`config.mk`:
```
export PLATFORM = sky130hd
export DESIGN_NAME = keypad_two_factor_lock_controller_core_flat
export DESIGN_NICKNAME = d
export VERILOG_FILES = /design/src/hdl/kptfl_pkg.sv /design/src/hdl/kptfl_if.sv /design/src/hdl/kptfl_cfg.sv /design/src/hdl/kptfl_engine.sv /design/src/hdl/keypad_two_factor_lock_controller_core.sv /design/src/flat_wrapper.sv
export SDC_FILE = /design/constraint.sdc
export NUM_CORES = 1
export LEC_CHECK = 0
export ABC_AREA = 1
export BUFFER_PORTS_ARGS = -buffer_cell sky130_fd_sc_hd__buf_2
export CORE_UTILIZATION = 45
export DETAILED_ROUTE_END_ITERATION = 10
export PLACE_DENSITY = 0.6
export SYNTH_ARGS = -nofsm -noshare
export SYNTH_HDL_FRONTEND = slang
export SYNTH_SLANG_ARGS = --single-unit
```
`constraint.sdc`:
```
create_clock -name i_clk -period 5.4 [get_ports i_clk]
set_input_delay 0.27 -clock i_clk [delete_from_list [all_inputs] [get_ports i_clk]]
set_output_delay 0.27 -clock i_clk [all_outputs]
set_load 0.005 [all_outputs]
```
`src/hdl/kptfl_pkg.sv`:
```
// kptfl_pkg: widths, codes, types and reset values for the keypad lock controller.
// No dependencies; every other file of the block depends on this package.
package kptfl_pkg;

    localparam int MAX_PIN_KEYS  = 8;
    localparam int UID_BYTES     = 4;
    localparam int KEY_W         = 4;
    localparam int BUF_W         = MAX_PIN_KEYS * KEY_W;
    localparam int CNT_W         = $clog2(MAX_PIN_KEYS + 1);
    localparam int PIN_W         = 32;
    localparam int LEN_W         = 4;
    localparam int UID_W         = 32;
    localparam int LIMIT_W       = 4;
    localparam int FAIL_W        = 4;
    localparam int ACTION_W      = 3;
    localparam int STATUS_W      = 4;
    localparam int PHASE_W       = 2;
    localparam int CFG_IDX_W     = 2;
    localparam int CFG_DATA_W    = 32;
    localparam int PIN_LEN_LIMIT = 8;

    // only the low min(UID_BYTES, 4) bytes of a card UID take part in the compare
    localparam int UID_CMP_BYTES = (UID_BYTES > 4) ? 4 : UID_BYTES;
    localparam logic [UID_W-1:0] UID_MASK =
        UID_W'((64'd1 << (8 * UID_CMP_BYTES)) - 64'd1);

    localparam logic [KEY_W-1:0] KEY_STAR = 4'd12;
    localparam logic [KEY_W-1:0] KEY_HASH = 4'd14;

    localparam logic [PIN_W-1:0]   RST_PIN_KEYS       = 32'd16912;
    localparam logic [LEN_W-1:0]   RST_PIN_LENGTH     = 4'd4;
    localparam logic [UID_W-1:0]   RST_AUTHORIZED_UID = 32'd0;
    localparam logic [LIMIT_W-1:0] RST_FAILURE_LIMIT  = 4'd3;

    typedef enum logic [ACTION_W-1:0] {
        ACT_KEY    = 3'd0,
        ACT_FINGER = 3'd1,
        ACT_CARD   = 3'd2,
        ACT_START  = 3'd3,
        ACT_ABORT  = 3'd4,
        ACT_UNLOCK = 3'd5
    } t_action;

    typedef enum logic [STATUS_W-1:0] {
        ST_KEY          = 4'd0,
        ST_CLEARED      = 4'd1,
        ST_PIN_OK       = 4'd2,
        ST_PIN_WRONG    = 4'd3,
        ST_SECOND       = 4'd4,
        ST_GRANTED      = 4'd5,
        ST_FINGER_WRONG = 4'd6,
        ST_CARD_WRONG   = 4'd7,
        ST_LOCKED       = 4'd8,
        ST_UNLOCKED     = 4'd9,
        ST_IGNORED      = 4'd10
    } t_status;

    typedef enum logic [PHASE_W-1:0] {
        PH_STANDBY = 2'd0,
        PH_PIN     = 2'd1,
        PH_SECOND  = 2'd2
    } t_phase;

    typedef enum logic [CFG_IDX_W-1:0] {
        CFG_PIN_KEYS       = 2'd0,
        CFG_PIN_LENGTH     = 2'd1,
        CFG_AUTHORIZED_UID = 2'd2,
        CFG_FAILURE_LIMIT  = 2'd3
    } t_cfg_index;

    typedef struct packed {
        logic [PIN_W-1:0]   pin_keys;
        logic [LEN_W-1:0]   pin_length;
        logic [UID_W-1:0]   authorized_uid;
        logic [LIMIT_W-1:0] failure_limit;
    } t_cfg;

    typedef struct packed {
        logic [ACTION_W-1:0] action;
        logic [KEY_W-1:0]    key_code;
        logic                finger_match;
        logic [UID_W-1:0]    card_uid;
    } t_item;

    typedef struct packed {
        logic [STATUS_W-1:0] status;
        logic                open_gate;
        logic                locked;
        logic [FAIL_W-1:0]   failures;
        logic [PHASE_W-1:0]  phase;
        logic [CNT_W-1:0]    entered_keys;
    } t_result;

    typedef struct packed {
        logic [BUF_W-1:0] keys;
        logic [CNT_W-1:0] cnt;
        logic             ovf;
    } t_pin_buf;

endpackage

```
`src/hdl/kptfl_if.sv`:
```
// kptfl_if: valid/ready channel interfaces for events, results and config writes.
// Depends on kptfl_pkg for field widths.
interface kptfl_item_if;
    logic                             valid;
    logic                             ready;
    logic [kptfl_pkg::ACTION_W-1:0]   action;
    logic [kptfl_pkg::KEY_W-1:0]      key_code;
    logic                             finger_match;
    logic [kptfl_pkg::UID_W-1:0]      card_uid;

    modport source (output valid, action, key_code, finger_match, card_uid, input ready);
    modport sink   (input valid, action, key_code, finger_match, card_uid, output ready);
endinterface

interface kptfl_result_if;
    logic                             valid;
    logic                             ready;
    logic [kptfl_pkg::STATUS_W-1:0]   status;
    logic                             open_gate;
    logic                             locked;
    logic [kptfl_pkg::FAIL_W-1:0]     failures;
    logic [kptfl_pkg::PHASE_W-1:0]    phase;
    logic [kptfl_pkg::CNT_W-1:0]      entered_keys;

    modport source (output valid, status, open_gate, locked, failures, phase, entered_keys,
                    input ready);
    modport sink   (input valid, status, open_gate, locked, failures, phase, entered_keys,
                    output ready);
endinterface

interface kptfl_cfg_if;
    logic                             valid;
    logic                             ready;
    logic [kptfl_pkg::CFG_IDX_W-1:0]  index;
    logic [kptfl_pkg::CFG_DATA_W-1:0] data;

    modport source (output valid, index, data, input ready);
    modport sink   (input valid, index, data, output ready);
endinterface

```
`src/hdl/kptfl_cfg.sv`:
```
// kptfl_cfg: configuration register file written over the config channel.
// Depends on kptfl_pkg and kptfl_cfg_if.
module kptfl_cfg (
    input  logic              i_clk,
    input  logic              i_rst_n,
    kptfl_cfg_if.sink         i_cfg,
    output kptfl_pkg::t_cfg   o_cfg
);
    import kptfl_pkg::*;

    t_cfg r_cfg;
    t_cfg n_cfg;

    assign i_cfg.ready = 1'b1;

    always_comb begin
        n_cfg = r_cfg;
        if (i_cfg.valid) begin
            case (i_cfg.index)
                CFG_PIN_KEYS:       n_cfg.pin_keys       = i_cfg.data[PIN_W-1:0];
                CFG_PIN_LENGTH:     n_cfg.pin_length     = i_cfg.data[LEN_W-1:0];
                CFG_AUTHORIZED_UID: n_cfg.authorized_uid = i_cfg.data[UID_W-1:0];
                CFG_FAILURE_LIMIT:  n_cfg.failure_limit  = i_cfg.data[LIMIT_W-1:0];
                default: ;
            endcase
        end
    end

    always_ff @(posedge i_clk) begin
        if (!i_rst_n) begin
            r_cfg.pin_keys       <= RST_PIN_KEYS;
            r_cfg.pin_length     <= RST_PIN_LENGTH;
            r_cfg.authorized_uid <= RST_AUTHORIZED_UID;
            r_cfg.failure_limit  <= RST_FAILURE_LIMIT;
        end else begin
            r_cfg <= n_cfg;
        end
    end

    assign o_cfg = r_cfg;

endmodule

```
`src/hdl/kptfl_engine.sv`:
```
// kptfl_engine: lock state (PIN buffers, phase, failure count, lock flag) and the
// combinational decision logic for one event. Depends on kptfl_pkg.
module kptfl_engine (
    input  logic                i_clk,
    input  logic                i_rst_n,
    input  logic                i_en,
    input  kptfl_pkg::t_item    i_item,
    input  kptfl_pkg::t_cfg     i_cfg,
    output kptfl_pkg::t_result  o_result
);
    import kptfl_pkg::*;

    t_pin_buf          r_sby, n_sby;
    t_pin_buf          r_fac, n_fac;
    t_phase            r_phase, n_phase;
    logic [FAIL_W-1:0] r_fail, n_fail;
    logic              r_lock, n_lock;

    t_phase            v_phase;
    logic [FAIL_W-1:0] v_fail_inc;
    logic              v_fail_lock;
    t_status           v_status;
    logic              v_gate;

    localparam t_pin_buf BUF_EMPTY = '0;

    function automatic t_pin_buf buf_push(t_pin_buf b, logic [KEY_W-1:0] key);
        t_pin_buf nb;
        nb = b;
        if (b.cnt < CNT_W'(MAX_PIN_KEYS)) begin
            for (int i = 0; i < MAX_PIN_KEYS; i++) begin
                if (b.cnt == CNT_W'(i)) nb.keys[i*KEY_W +: KEY_W] = key;
            end
            nb.cnt = b.cnt + 1'b1;
        end else begin
            nb.ovf = 1'b1;
        end
        return nb;
    endfunction

    function automatic logic pin_match(t_pin_buf b, t_cfg c);
        logic eq;
        eq = !b.ovf && (c.pin_length != '0) &&
             (8'(c.pin_length) <= 8'(PIN_LEN_LIMIT)) &&
             (8'(b.cnt) == 8'(c.pin_length));
        for (int i = 0; i < MAX_PIN_KEYS; i++) begin
            if ((8'(i) < 8'(c.pin_length)) &&
                (b.keys[i*KEY_W +: KEY_W] != c.pin_keys[i*KEY_W +: KEY_W])) eq = 1'b0;
        end
        return eq;
    endfunction

    always_comb begin
        n_sby    = r_sby;
        n_fac    = r_fac;
        n_fail   = r_fail;
        n_lock   = r_lock;
        v_status = ST_IGNORED;
        v_gate   = 1'b0;

        // unreachable phase code behaves as standby
        case (r_phase)
            PH_PIN:    v_phase = PH_PIN;
            PH_SECOND: v_phase = PH_SECOND;
            default:   v_phase = PH_STANDBY;
        endcase
        n_phase = v_phase;

        v_fail_inc  = (r_fail != '1) ? r_fail + 1'b1 : r_fail;
        v_fail_lock = r_lock || (v_fail_inc >= i_cfg.failure_limit);

        if ((i_item.action == ACT_START || i_item.action == ACT_ABORT ||
             i_item.action == ACT_UNLOCK) && v_phase != PH_STANDBY) begin
            n_phase = PH_STANDBY;
        end else begin
            case (i_item.action)
                ACT_KEY: begin
                    case (v_phase)
                        PH_STANDBY: begin
                            if (r_lock) begin
                                v_status = ST_LOCKED;
                            end else if (i_item.key_code == KEY_HASH) begin
                                n_sby    = BUF_EMPTY;
                                v_status = ST_CLEARED;
                            end else if (i_item.key_code == KEY_STAR) begin
                                if (pin_match(r_sby, i_cfg)) begin
                                    v_status = ST_PIN_OK;
                                end else begin
                                    n_fail   = v_fail_inc;
                                    n_lock   = v_fail_lock;
                                    v_status = ST_PIN_WRONG;
                                end
                                n_sby = BUF_EMPTY;
                            end else begin
                                n_sby    = buf_push(r_sby, i_item.key_code);
                                v_status = ST_KEY;
                            end
                        end
                        PH_PIN: begin
                            if (i_item.key_code == KEY_HASH) begin
                                n_fac    = BUF_EMPTY;
                                v_status = ST_CLEARED;
                            end else if (i_item.key_code == KEY_STAR) begin
                                if (pin_match(r_fac, i_cfg)) begin
                                    n_phase  = PH_SECOND;
                                    v_status = ST_SECOND;
                                end else begin
                                    n_fail   = v_fail_inc;
                                    n_lock   = v_fail_lock;
                                    v_status = ST_PIN_WRONG;
                                    if (v_fail_lock) n_phase = PH_STANDBY;
                                end
                                n_fac = BUF_EMPTY;
                            end else begin
                                n_fac    = buf_push(r_fac, i_item.key_code);
                                v_status = ST_KEY;
                            end
                        end
                        default: ;
                    endcase
                end
                ACT_FINGER: begin
                    if (v_phase == PH_SECOND) begin
                        if (i_item.finger_match) begin
                            n_fail   = '0;
                            v_gate   = 1'b1;
                            v_status = ST_GRANTED;
                            n_phase  = PH_STANDBY;
                        end else begin
                            n_fail   = v_fail_inc;
                            n_lock   = v_fail_lock;
                            v_status = ST_FINGER_WRONG;
                            if (v_fail_lock) n_phase = PH_STANDBY;
                        end
                    end
                end
                ACT_CARD: begin
                    if (v_phase == PH_SECOND) begin
                        if ((i_item.card_uid & UID_MASK) ==
                            (i_cfg.authorized_uid & UID_MASK)) begin
                            n_fail   = '0;
                            v_gate   = 1'b1;
                            v_status = ST_GRANTED;
                        end else begin
                            n_fail   = v_fail_inc;
                            n_lock   = v_fail_lock;
                            v_status = ST_CARD_WRONG;
                        end
                        n_phase = PH_STANDBY;
                    end
                end
                ACT_START: begin
                    if (r_lock) begin
                        v_status = ST_LOCKED;
                    end else begin
                        n_fac    = BUF_EMPTY;
                        n_phase  = PH_PIN;
                        v_status = ST_CLEARED;
                    end
                end
                ACT_UNLOCK: begin
                    n_lock   = 1'b0;
                    n_fail   = '0;
                    v_status = ST_UNLOCKED;
                end
                default: ;
            endcase
        end
    end

    always_comb begin
        o_result.status       = v_status;
        o_result.open_gate    = v_gate;
        o_result.locked       = n_lock;
        o_result.failures     = n_fail;
        o_result.phase        = n_phase;
        o_result.entered_keys = (n_phase == PH_STANDBY) ? n_sby.cnt : n_fac.cnt;
    end

    always_ff @(posedge i_clk) begin
        if (!i_rst_n) begin
            r_sby   <= BUF_EMPTY;
            r_fac   <= BUF_EMPTY;
            r_phase <= PH_STANDBY;
            r_fail  <= '0;
            r_lock  <= 1'b0;
        end else if (i_en) begin
            r_sby   <= n_sby;
            r_fac   <= n_fac;
            r_phase <= n_phase;
            r_fail  <= n_fail;
            r_lock  <= n_lock;
        end
    end

endmodule

```
`src/hdl/keypad_two_factor_lock_controller_core.sv`:
```
// keypad_two_factor_lock_controller_core: top level of the keypad PIN lock with a
// two-factor flow and lockout. Depends on kptfl_pkg, kptfl_if, kptfl_cfg, kptfl_engine.
//
// Each event transaction on i_item (key press, fingerprint result, card read, start of
// the two-factor flow, abort, unlock override) yields exactly one result transaction on
// o_result, in order. Throughput is one transaction per clock while o_result.ready stays
// high. The accepting edge loads the event input register; the event then moves into the
// result register, which raises o_result.valid, once that register is empty or
// o_result.ready is high. The whole decision (PIN compare, UID compare, failure count and
// lock update) is combinational between the two registers. The result register lets a new
// event enter while a result waits for o_result.ready. Configuration writes on i_cfg
// (index 0 PIN keys, 1 PIN length, 2 authorized UID, 3 failure limit) are always ready and
// are meant to be issued only while no event is in flight. Reset is synchronous, active
// low, and restores the power-on PIN 0124, length 4, UID 0, limit 3.
module keypad_two_factor_lock_controller_core (
    input  logic          i_clk,
    input  logic          i_rst_n,
    kptfl_cfg_if.sink     i_cfg,
    kptfl_item_if.sink    i_item,
    kptfl_result_if.source o_result
);
    import kptfl_pkg::*;

    t_cfg    w_cfg;
    t_result w_result;

    // event input register
    logic    r_in_vld;
    t_item   r_in;

    // result register
    logic    r_out_vld;
    t_result r_out;

    logic    w_adv;    // registered event moves into the result register
    logic    w_take;   // event transaction accepted this cycle

    assign w_adv  = r_in_vld && (!r_out_vld || o_result.ready);
    assign w_take = i_item.valid && i_item.ready;

    assign i_item.ready = !r_in_vld || w_adv;

    kptfl_cfg u_cfg (
        .i_clk   (i_clk),
        .i_rst_n (i_rst_n),
        .i_cfg   (i_cfg),
        .o_cfg   (w_cfg)
    );

    // lock state commits only when its result is captured
    kptfl_engine u_engine (
        .i_clk    (i_clk),
        .i_rst_n  (i_rst_n),
        .i_en     (w_adv),
        .i_item   (r_in),
        .i_cfg    (w_cfg),
        .o_result (w_result)
    );

    always_ff @(posedge i_clk) begin
        if (!i_rst_n) begin
            r_in_vld <= 1'b0;
        end else if (i_item.ready) begin
            r_in_vld <= i_item.valid;
        end
    end

    always_ff @(posedge i_clk) begin
        if (w_take) begin
            r_in.action       <= i_item.action;
            r_in.key_code     <= i_item.key_code;
            r_in.finger_match <= i_item.finger_match;
            r_in.card_uid     <= i_item.card_uid;
        end
    end

    always_ff @(posedge i_clk) begin
        if (!i_rst_n) begin
            r_out_vld <= 1'b0;
        end else if (!r_out_vld || o_result.ready) begin
            r_out_vld <= r_in_vld;
        end
    end

    always_ff @(posedge i_clk) begin
        if (w_adv) begin
            r_out <= w_result;
        end
    end

    assign o_result.valid        = r_out_vld;
    assign o_result.status       = r_out.status;
    assign o_result.open_gate    = r_out.open_gate;
    assign o_result.locked       = r_out.locked;
    assign o_result.failures     = r_out.failures;
    assign o_result.phase        = r_out.phase;
    assign o_result.entered_keys = r_out.entered_keys;

    // a grant always clears the count and returns to standby
    a_grant_resets: assert property (@(posedge i_clk) disable iff (!i_rst_n)
        (o_result.valid && o_result.open_gate) |->
            (o_result.failures == '0 && o_result.phase == PH_STANDBY &&
             o_result.status == ST_GRANTED))
        else $error("grant without count clear or standby return");

    // the two-factor flow never runs while locked
    a_flow_unlocked: assert property (@(posedge i_clk) disable iff (!i_rst_n)
        (o_result.valid && o_result.phase != PH_STANDBY) |-> !o_result.locked)
        else $error("two-factor phase reported while locked");

    // a stalled event stays in the input register
    a_in_held: assert property (@(posedge i_clk) disable iff (!i_rst_n)
        (r_in_vld && !w_adv) |=> r_in_vld)
        else $error("event lost from input register");

    // key count never exceeds buffer depth
    a_keys_bounded: assert property (@(posedge i_clk) disable iff (!i_rst_n)
        o_result.valid |-> (o_result.entered_keys <= CNT_W'(MAX_PIN_KEYS)))
        else $error("entered key count beyond buffer depth");

endmodule
```
`src/flat_wrapper.sv`:
```
// flat-port wrapper written by rule: the top's interface ports become plain ports
module keypad_two_factor_lock_controller_core_flat import kptfl_pkg::*;
  (i_clk, i_rst_n, i_cfg_valid, i_cfg_index, i_cfg_data, i_cfg_ready, i_item_valid, i_item_action, i_item_key_code, i_item_finger_match, i_item_card_uid, i_item_ready, o_result_valid, o_result_status, o_result_open_gate, o_result_locked, o_result_failures, o_result_phase, o_result_entered_keys, o_result_ready);
  kptfl_cfg_if i_cfg_i ();
  kptfl_item_if i_item_i ();
  kptfl_result_if o_result_i ();
  input  logic i_clk;
  input  logic i_rst_n;
  input wire logic [$bits(i_cfg_i.valid)-1:0] i_cfg_valid;
  input wire logic [$bits(i_cfg_i.index)-1:0] i_cfg_index;
  input wire logic [$bits(i_cfg_i.data)-1:0] i_cfg_data;
  output wire logic [$bits(i_cfg_i.ready)-1:0] i_cfg_ready;
  input wire logic [$bits(i_item_i.valid)-1:0] i_item_valid;
  input wire logic [$bits(i_item_i.action)-1:0] i_item_action;
  input wire logic [$bits(i_item_i.key_code)-1:0] i_item_key_code;
  input wire logic [$bits(i_item_i.finger_match)-1:0] i_item_finger_match;
  input wire logic [$bits(i_item_i.card_uid)-1:0] i_item_card_uid;
  output wire logic [$bits(i_item_i.ready)-1:0] i_item_ready;
  output wire logic [$bits(o_result_i.valid)-1:0] o_result_valid;
  output wire logic [$bits(o_result_i.status)-1:0] o_result_status;
  output wire logic [$bits(o_result_i.open_gate)-1:0] o_result_open_gate;
  output wire logic [$bits(o_result_i.locked)-1:0] o_result_locked;
  output wire logic [$bits(o_result_i.failures)-1:0] o_result_failures;
  output wire logic [$bits(o_result_i.phase)-1:0] o_result_phase;
  output wire logic [$bits(o_result_i.entered_keys)-1:0] o_result_entered_keys;
  input wire logic [$bits(o_result_i.ready)-1:0] o_result_ready;
  assign i_cfg_i.valid = i_cfg_valid;
  assign i_cfg_i.index = i_cfg_index;
  assign i_cfg_i.data = i_cfg_data;
  assign i_cfg_ready = i_cfg_i.ready;
  assign i_item_i.valid = i_item_valid;
  assign i_item_i.action = i_item_action;
  assign i_item_i.key_code = i_item_key_code;
  assign i_item_i.finger_match = i_item_finger_match;
  assign i_item_i.card_uid = i_item_card_uid;
  assign i_item_ready = i_item_i.ready;
  assign o_result_valid = o_result_i.valid;
  assign o_result_status = o_result_i.status;
  assign o_result_open_gate = o_result_i.open_gate;
  assign o_result_locked = o_result_i.locked;
  assign o_result_failures = o_result_i.failures;
  assign o_result_phase = o_result_i.phase;
  assign o_result_entered_keys = o_result_i.entered_keys;
  assign o_result_i.ready = o_result_ready;
  keypad_two_factor_lock_controller_core u_core (.i_clk(i_clk), .i_rst_n(i_rst_n), .i_cfg(i_cfg_i), .i_item(i_item_i), .o_result(o_result_i));
endmodule
```
==> impl_metrics.py <==
metrics = {
    "hold_path": {
        "hold_class": "input pin to register",
        "hold_depth": 3,
    },
    "yosys": {
        "synth_flop_cell": "dfxtp_1",
        "synth_warnings": 0,
        "synthArstFlopShare_pct": 0,
        "synth_top_cells_by_area": "dfxtp_1 30%, edfxtp_1 16%, nand2_1 10%",
        "synthesis.area_um2": 10300,
        "syn-mean-instance-area_um2": 7.62,
        "synth_cells": 1356,
        "synth_fp_nets": 1452,
        "ys_top_cells_by_count": "276 x nand2_1, 180 x inv_1, 164 x a21oi_1",
        "synth_top_area_cell": "dfxtp_1",
        "yosysSeqAreaShare_pct": 46.3,
        "synth_edf_count": 56,
        "synth_cell_types": 47,
        "ys_ff_latch": 211,
        "synth_most_common_cell": "nand2_1",
        "synth_top_area_share_pct": 30.0,
    },
    "detailed_routing": {
        "vias_per_cell": 5.06,
        "first_pass_iters": 5,
        "routedWlPerCell_um": 15.1,
        "ant_nets": 0,
        "drtIter0Drc": 572,
        "drc": 0,
        "wirelength_um": 27200,
        "vias": 9071,
    },
    "clock_tree": {
        "cts_tree": "done",
        "htree_levels": 1,
        "clk_pin_slew_worst_paths_ns": 0.06,
        "clkLatencyLatePin_ns": 0.54,
        "clock-sinks": 211,
        "root_buffer": "clkbuf_16",
        "post_cts_resized": 0,
        "cts_buffers": 24,
        "clock_path_buffers": 3,
    },
    "floorplanning": {
        "ios": 98,
        "die_w_um": 153,
        "rows": 55,
        "start_util_pct": 45.7,
        "core_um2": 22600,
        "die_y_um": 153,
        "fp.dieArea_um2": 23600,
    },
    "layout": {
        "nFillCells": 2161,
        "area_growth_pct": 19.0,
        "post-route-util_pct": 54.5,
        "diodes": 0,
        "layout.nets": 1587,
        "multiInputGateArea_um2": 4620,
        "drive_gt1_share_pct": 11.9,
        "register_area_um2": 4780,
    },
    "timing": {
        "timing.hold.ws_ns": 0.0203,
        "tightest_slew_ns": 1.06,
        "fmax_ghz": 0.325,
        "tns_ns": 0,
        "setup_viol": 0,
        "min_period_over_period_pct": 57.0,
        "slew-limit-headroom_pct": 29.1,
        "hold_viol": 0,
        "rsz0062_at_grt": "no",
        "clock_skew_ns": 0.0225,
        "slew_violations": 0,
        "min_period_ns": 3.08,
    },
    "power_and_ir_drop": {
        "powerDensity_nw_per_um2": 308,
        "p_leak_nw": 5.20,
        "ir_worst_vdd_mv": 0.272,
    },
    "grt": {
        "overflow": 0,
        "grt_max_degree": 71,
        "grt_pass1_vias": 8437,
        "grt_use_total_pct": 23.4,
        "antenna_found_initial": 0,
        "grt_pass1_wl_um": 44100,
    },
    "run": {
        "max_cap_viol_count": 0,
    },
    "placement": {
        "numPortBuffers": 96,
        "place_congestion": 0.917,
        "dp_hpwl_um": 19400,
    },
    "worst_setup_path": {
        "r2r_slack_ns": 2.32,
        "cp_max_fo": 8,
        "r2r_cells": 17,
        "crit_arrival_ns": 3.35,
        "critPathCaptureType": "register",
        "cp.required_ns": 5.67,
        "cpMostUsedCell": "inv_1",
        "worst-path-stages": 17,
        "crit_type": "register to register",
        "crit_family": "compound AO/OA/AOI/OAI gates",
        "critPathBufInv": 3,
        "slowest_stage": "dfxtp_1",
        "worstPathCellList": "ha_1, nand2_1, nor2_1, inv_1, o21ai_0, inv_1, ha_1, inv_1, nor2_1, o211ai_1, nand4_1, a21oi_1, a21oi_1, o211ai_1, nand2_1, nand2_4, o21ai_1",
        "crit_path_max_incr_delay_ns": 0.40,
        "cp-start-kind": "register",
    },
    "status": {
        "outcome": "finished, final reports clean",
    },
}
==> final cells by class <==
type / instances / share of cell area (%)
Multi-Input combinational cell: 909 / 37.6
Sequential cell: 211 / 38.9
Tap cell: 285 / 2.90
Clock buffer: 33 / 5.42
Inverter: 193 / 5.90
Clock inverter: 11 / 0.906
Timing Repair Buffer: 152 / 8.37
==> registers in the layout (all words and copies together), names as in the netlist, 4 cells and up <==
register                      flops
u_core.u_engine.r_sby            37
u_core.o_result.failures          4
u_core.o_result.status            4
u_core.o_result.entered_keys      4
u_core.r_in                      40
u_core.u_cfg.o_cfg               72
u_core.u_engine.r_fac            37
u_core.u_engine.r_fail            4
==> worst min-delay path, delay by kind of cell <==
family	cells	cell delay [ns]
AOI/OAI and AO/OA	1	0.06
buffers and inverters	1	0.09
and+or+nand+nor	1	0.07
==> layout by cell type (no fill, tap or decap), drive strengths merged <==
| master | n |
|---|---|
| buf | 101 |
| a2111oi | 2 |
| a221o | 1 |
| o2111ai | 1 |
| edfxtp | 56 |
| a32oi | 1 |
| a31oi | 1 |
| a211oi | 3 |
| nand4 | 7 |
| nor4 | 2 |
| clkinv | 11 |
| or2 | 8 |
| clkinvlp | 1 |
| nor2 | 111 |
| xor2 | 25 |
| a21boi | 2 |
| inv | 191 |
| o22ai | 4 |
| o21ai | 173 |
| conb | 1 |
| ha | 17 |
| xnor2 | 25 |
| a22oi | 2 |
| bufinv | 1 |
| clkbuf | 33 |
| dlygate4sd3 | 51 |
| nor3 | 17 |
| dfxtp | 155 |
| a21oi | 166 |
| a32o | 2 |
| nand2 | 281 |
| o211ai | 5 |
| nand3 | 52 |
==> routing by layer <==
| metal | share of wire, % | up-vias | global-route usage, % |
|---|---|---|---|
| li1 | - | 4706 | - |
| met5 | 0 | - | 0 |
| met3 | 5.0 | 39 | 3.43 |
| met4 | 2.0 | 0 | 5.19 |
| met1 | 48 | 4100 | 32.3 |
| met2 | 45 | 226 | 38.6 |
==> where the power goes <==
part,internal (mW),switching [mW],total [mW]
logic,0.169,0.280,0.449
registers,1.70,0.0523,1.75
clock network,0.920,0.669,1.59
==> logic make-up (layout without fill, tap and decap cells) <==
logic type,count (synthesis),in the layout,share of synthesized area (%)
simple gates,478,478,19.7
compound gates,363,363,18.6
buf+inv,236,389,8.99
flops,211,211,46.3
xor+xnor,50,50,4.24
fa+ha+maj,17,17,2.06
other cells,1,1,0.0363
==> path summary, 6_finish.rpt <==
path / startpoint / end
min reg2reg: u_core.u_cfg.o_cfg[26]$_SDFFE_PN0P_ / u_core.u_cfg.o_cfg[26]$_SDFFE_PN0P_
max: u_core.u_engine.r_fail[1]$_SDFFE_PN0P_ / u_core.o_result.entered_keys[1]$_DFFE_PP_
min: i_item_valid / u_core.r_in_vld$_SDFFE_PN0N_
max reg2reg: u_core.u_engine.r_fail[1]$_SDFFE_PN0P_ / u_core.o_result.entered_keys[1]$_DFFE_PP_
==> per-stage QoR <==
stage          instances  power [mW]  worst slack (ns)  cell area, um^2
5_1_grt             1794        3.95              2.02            12300
4_1_cts             1794        3.83              2.37            12300
3_3_place_gp        1699        2.20              2.42            11000
6_report            1794        3.79              2.32            12300
2_1_floorplan       1356        2.06              2.71            10300
3_5_place_dp        1699        2.20              2.39            11000
==> repair_timing <==
item / CTS / global route
setup buffers: 0 / 0
hold endpoints to repair: 51 / 0
endpoints found under the setup margin: 0 / 0
hold buffers: 51 / 0
Power figures use the tool's default switching activity.
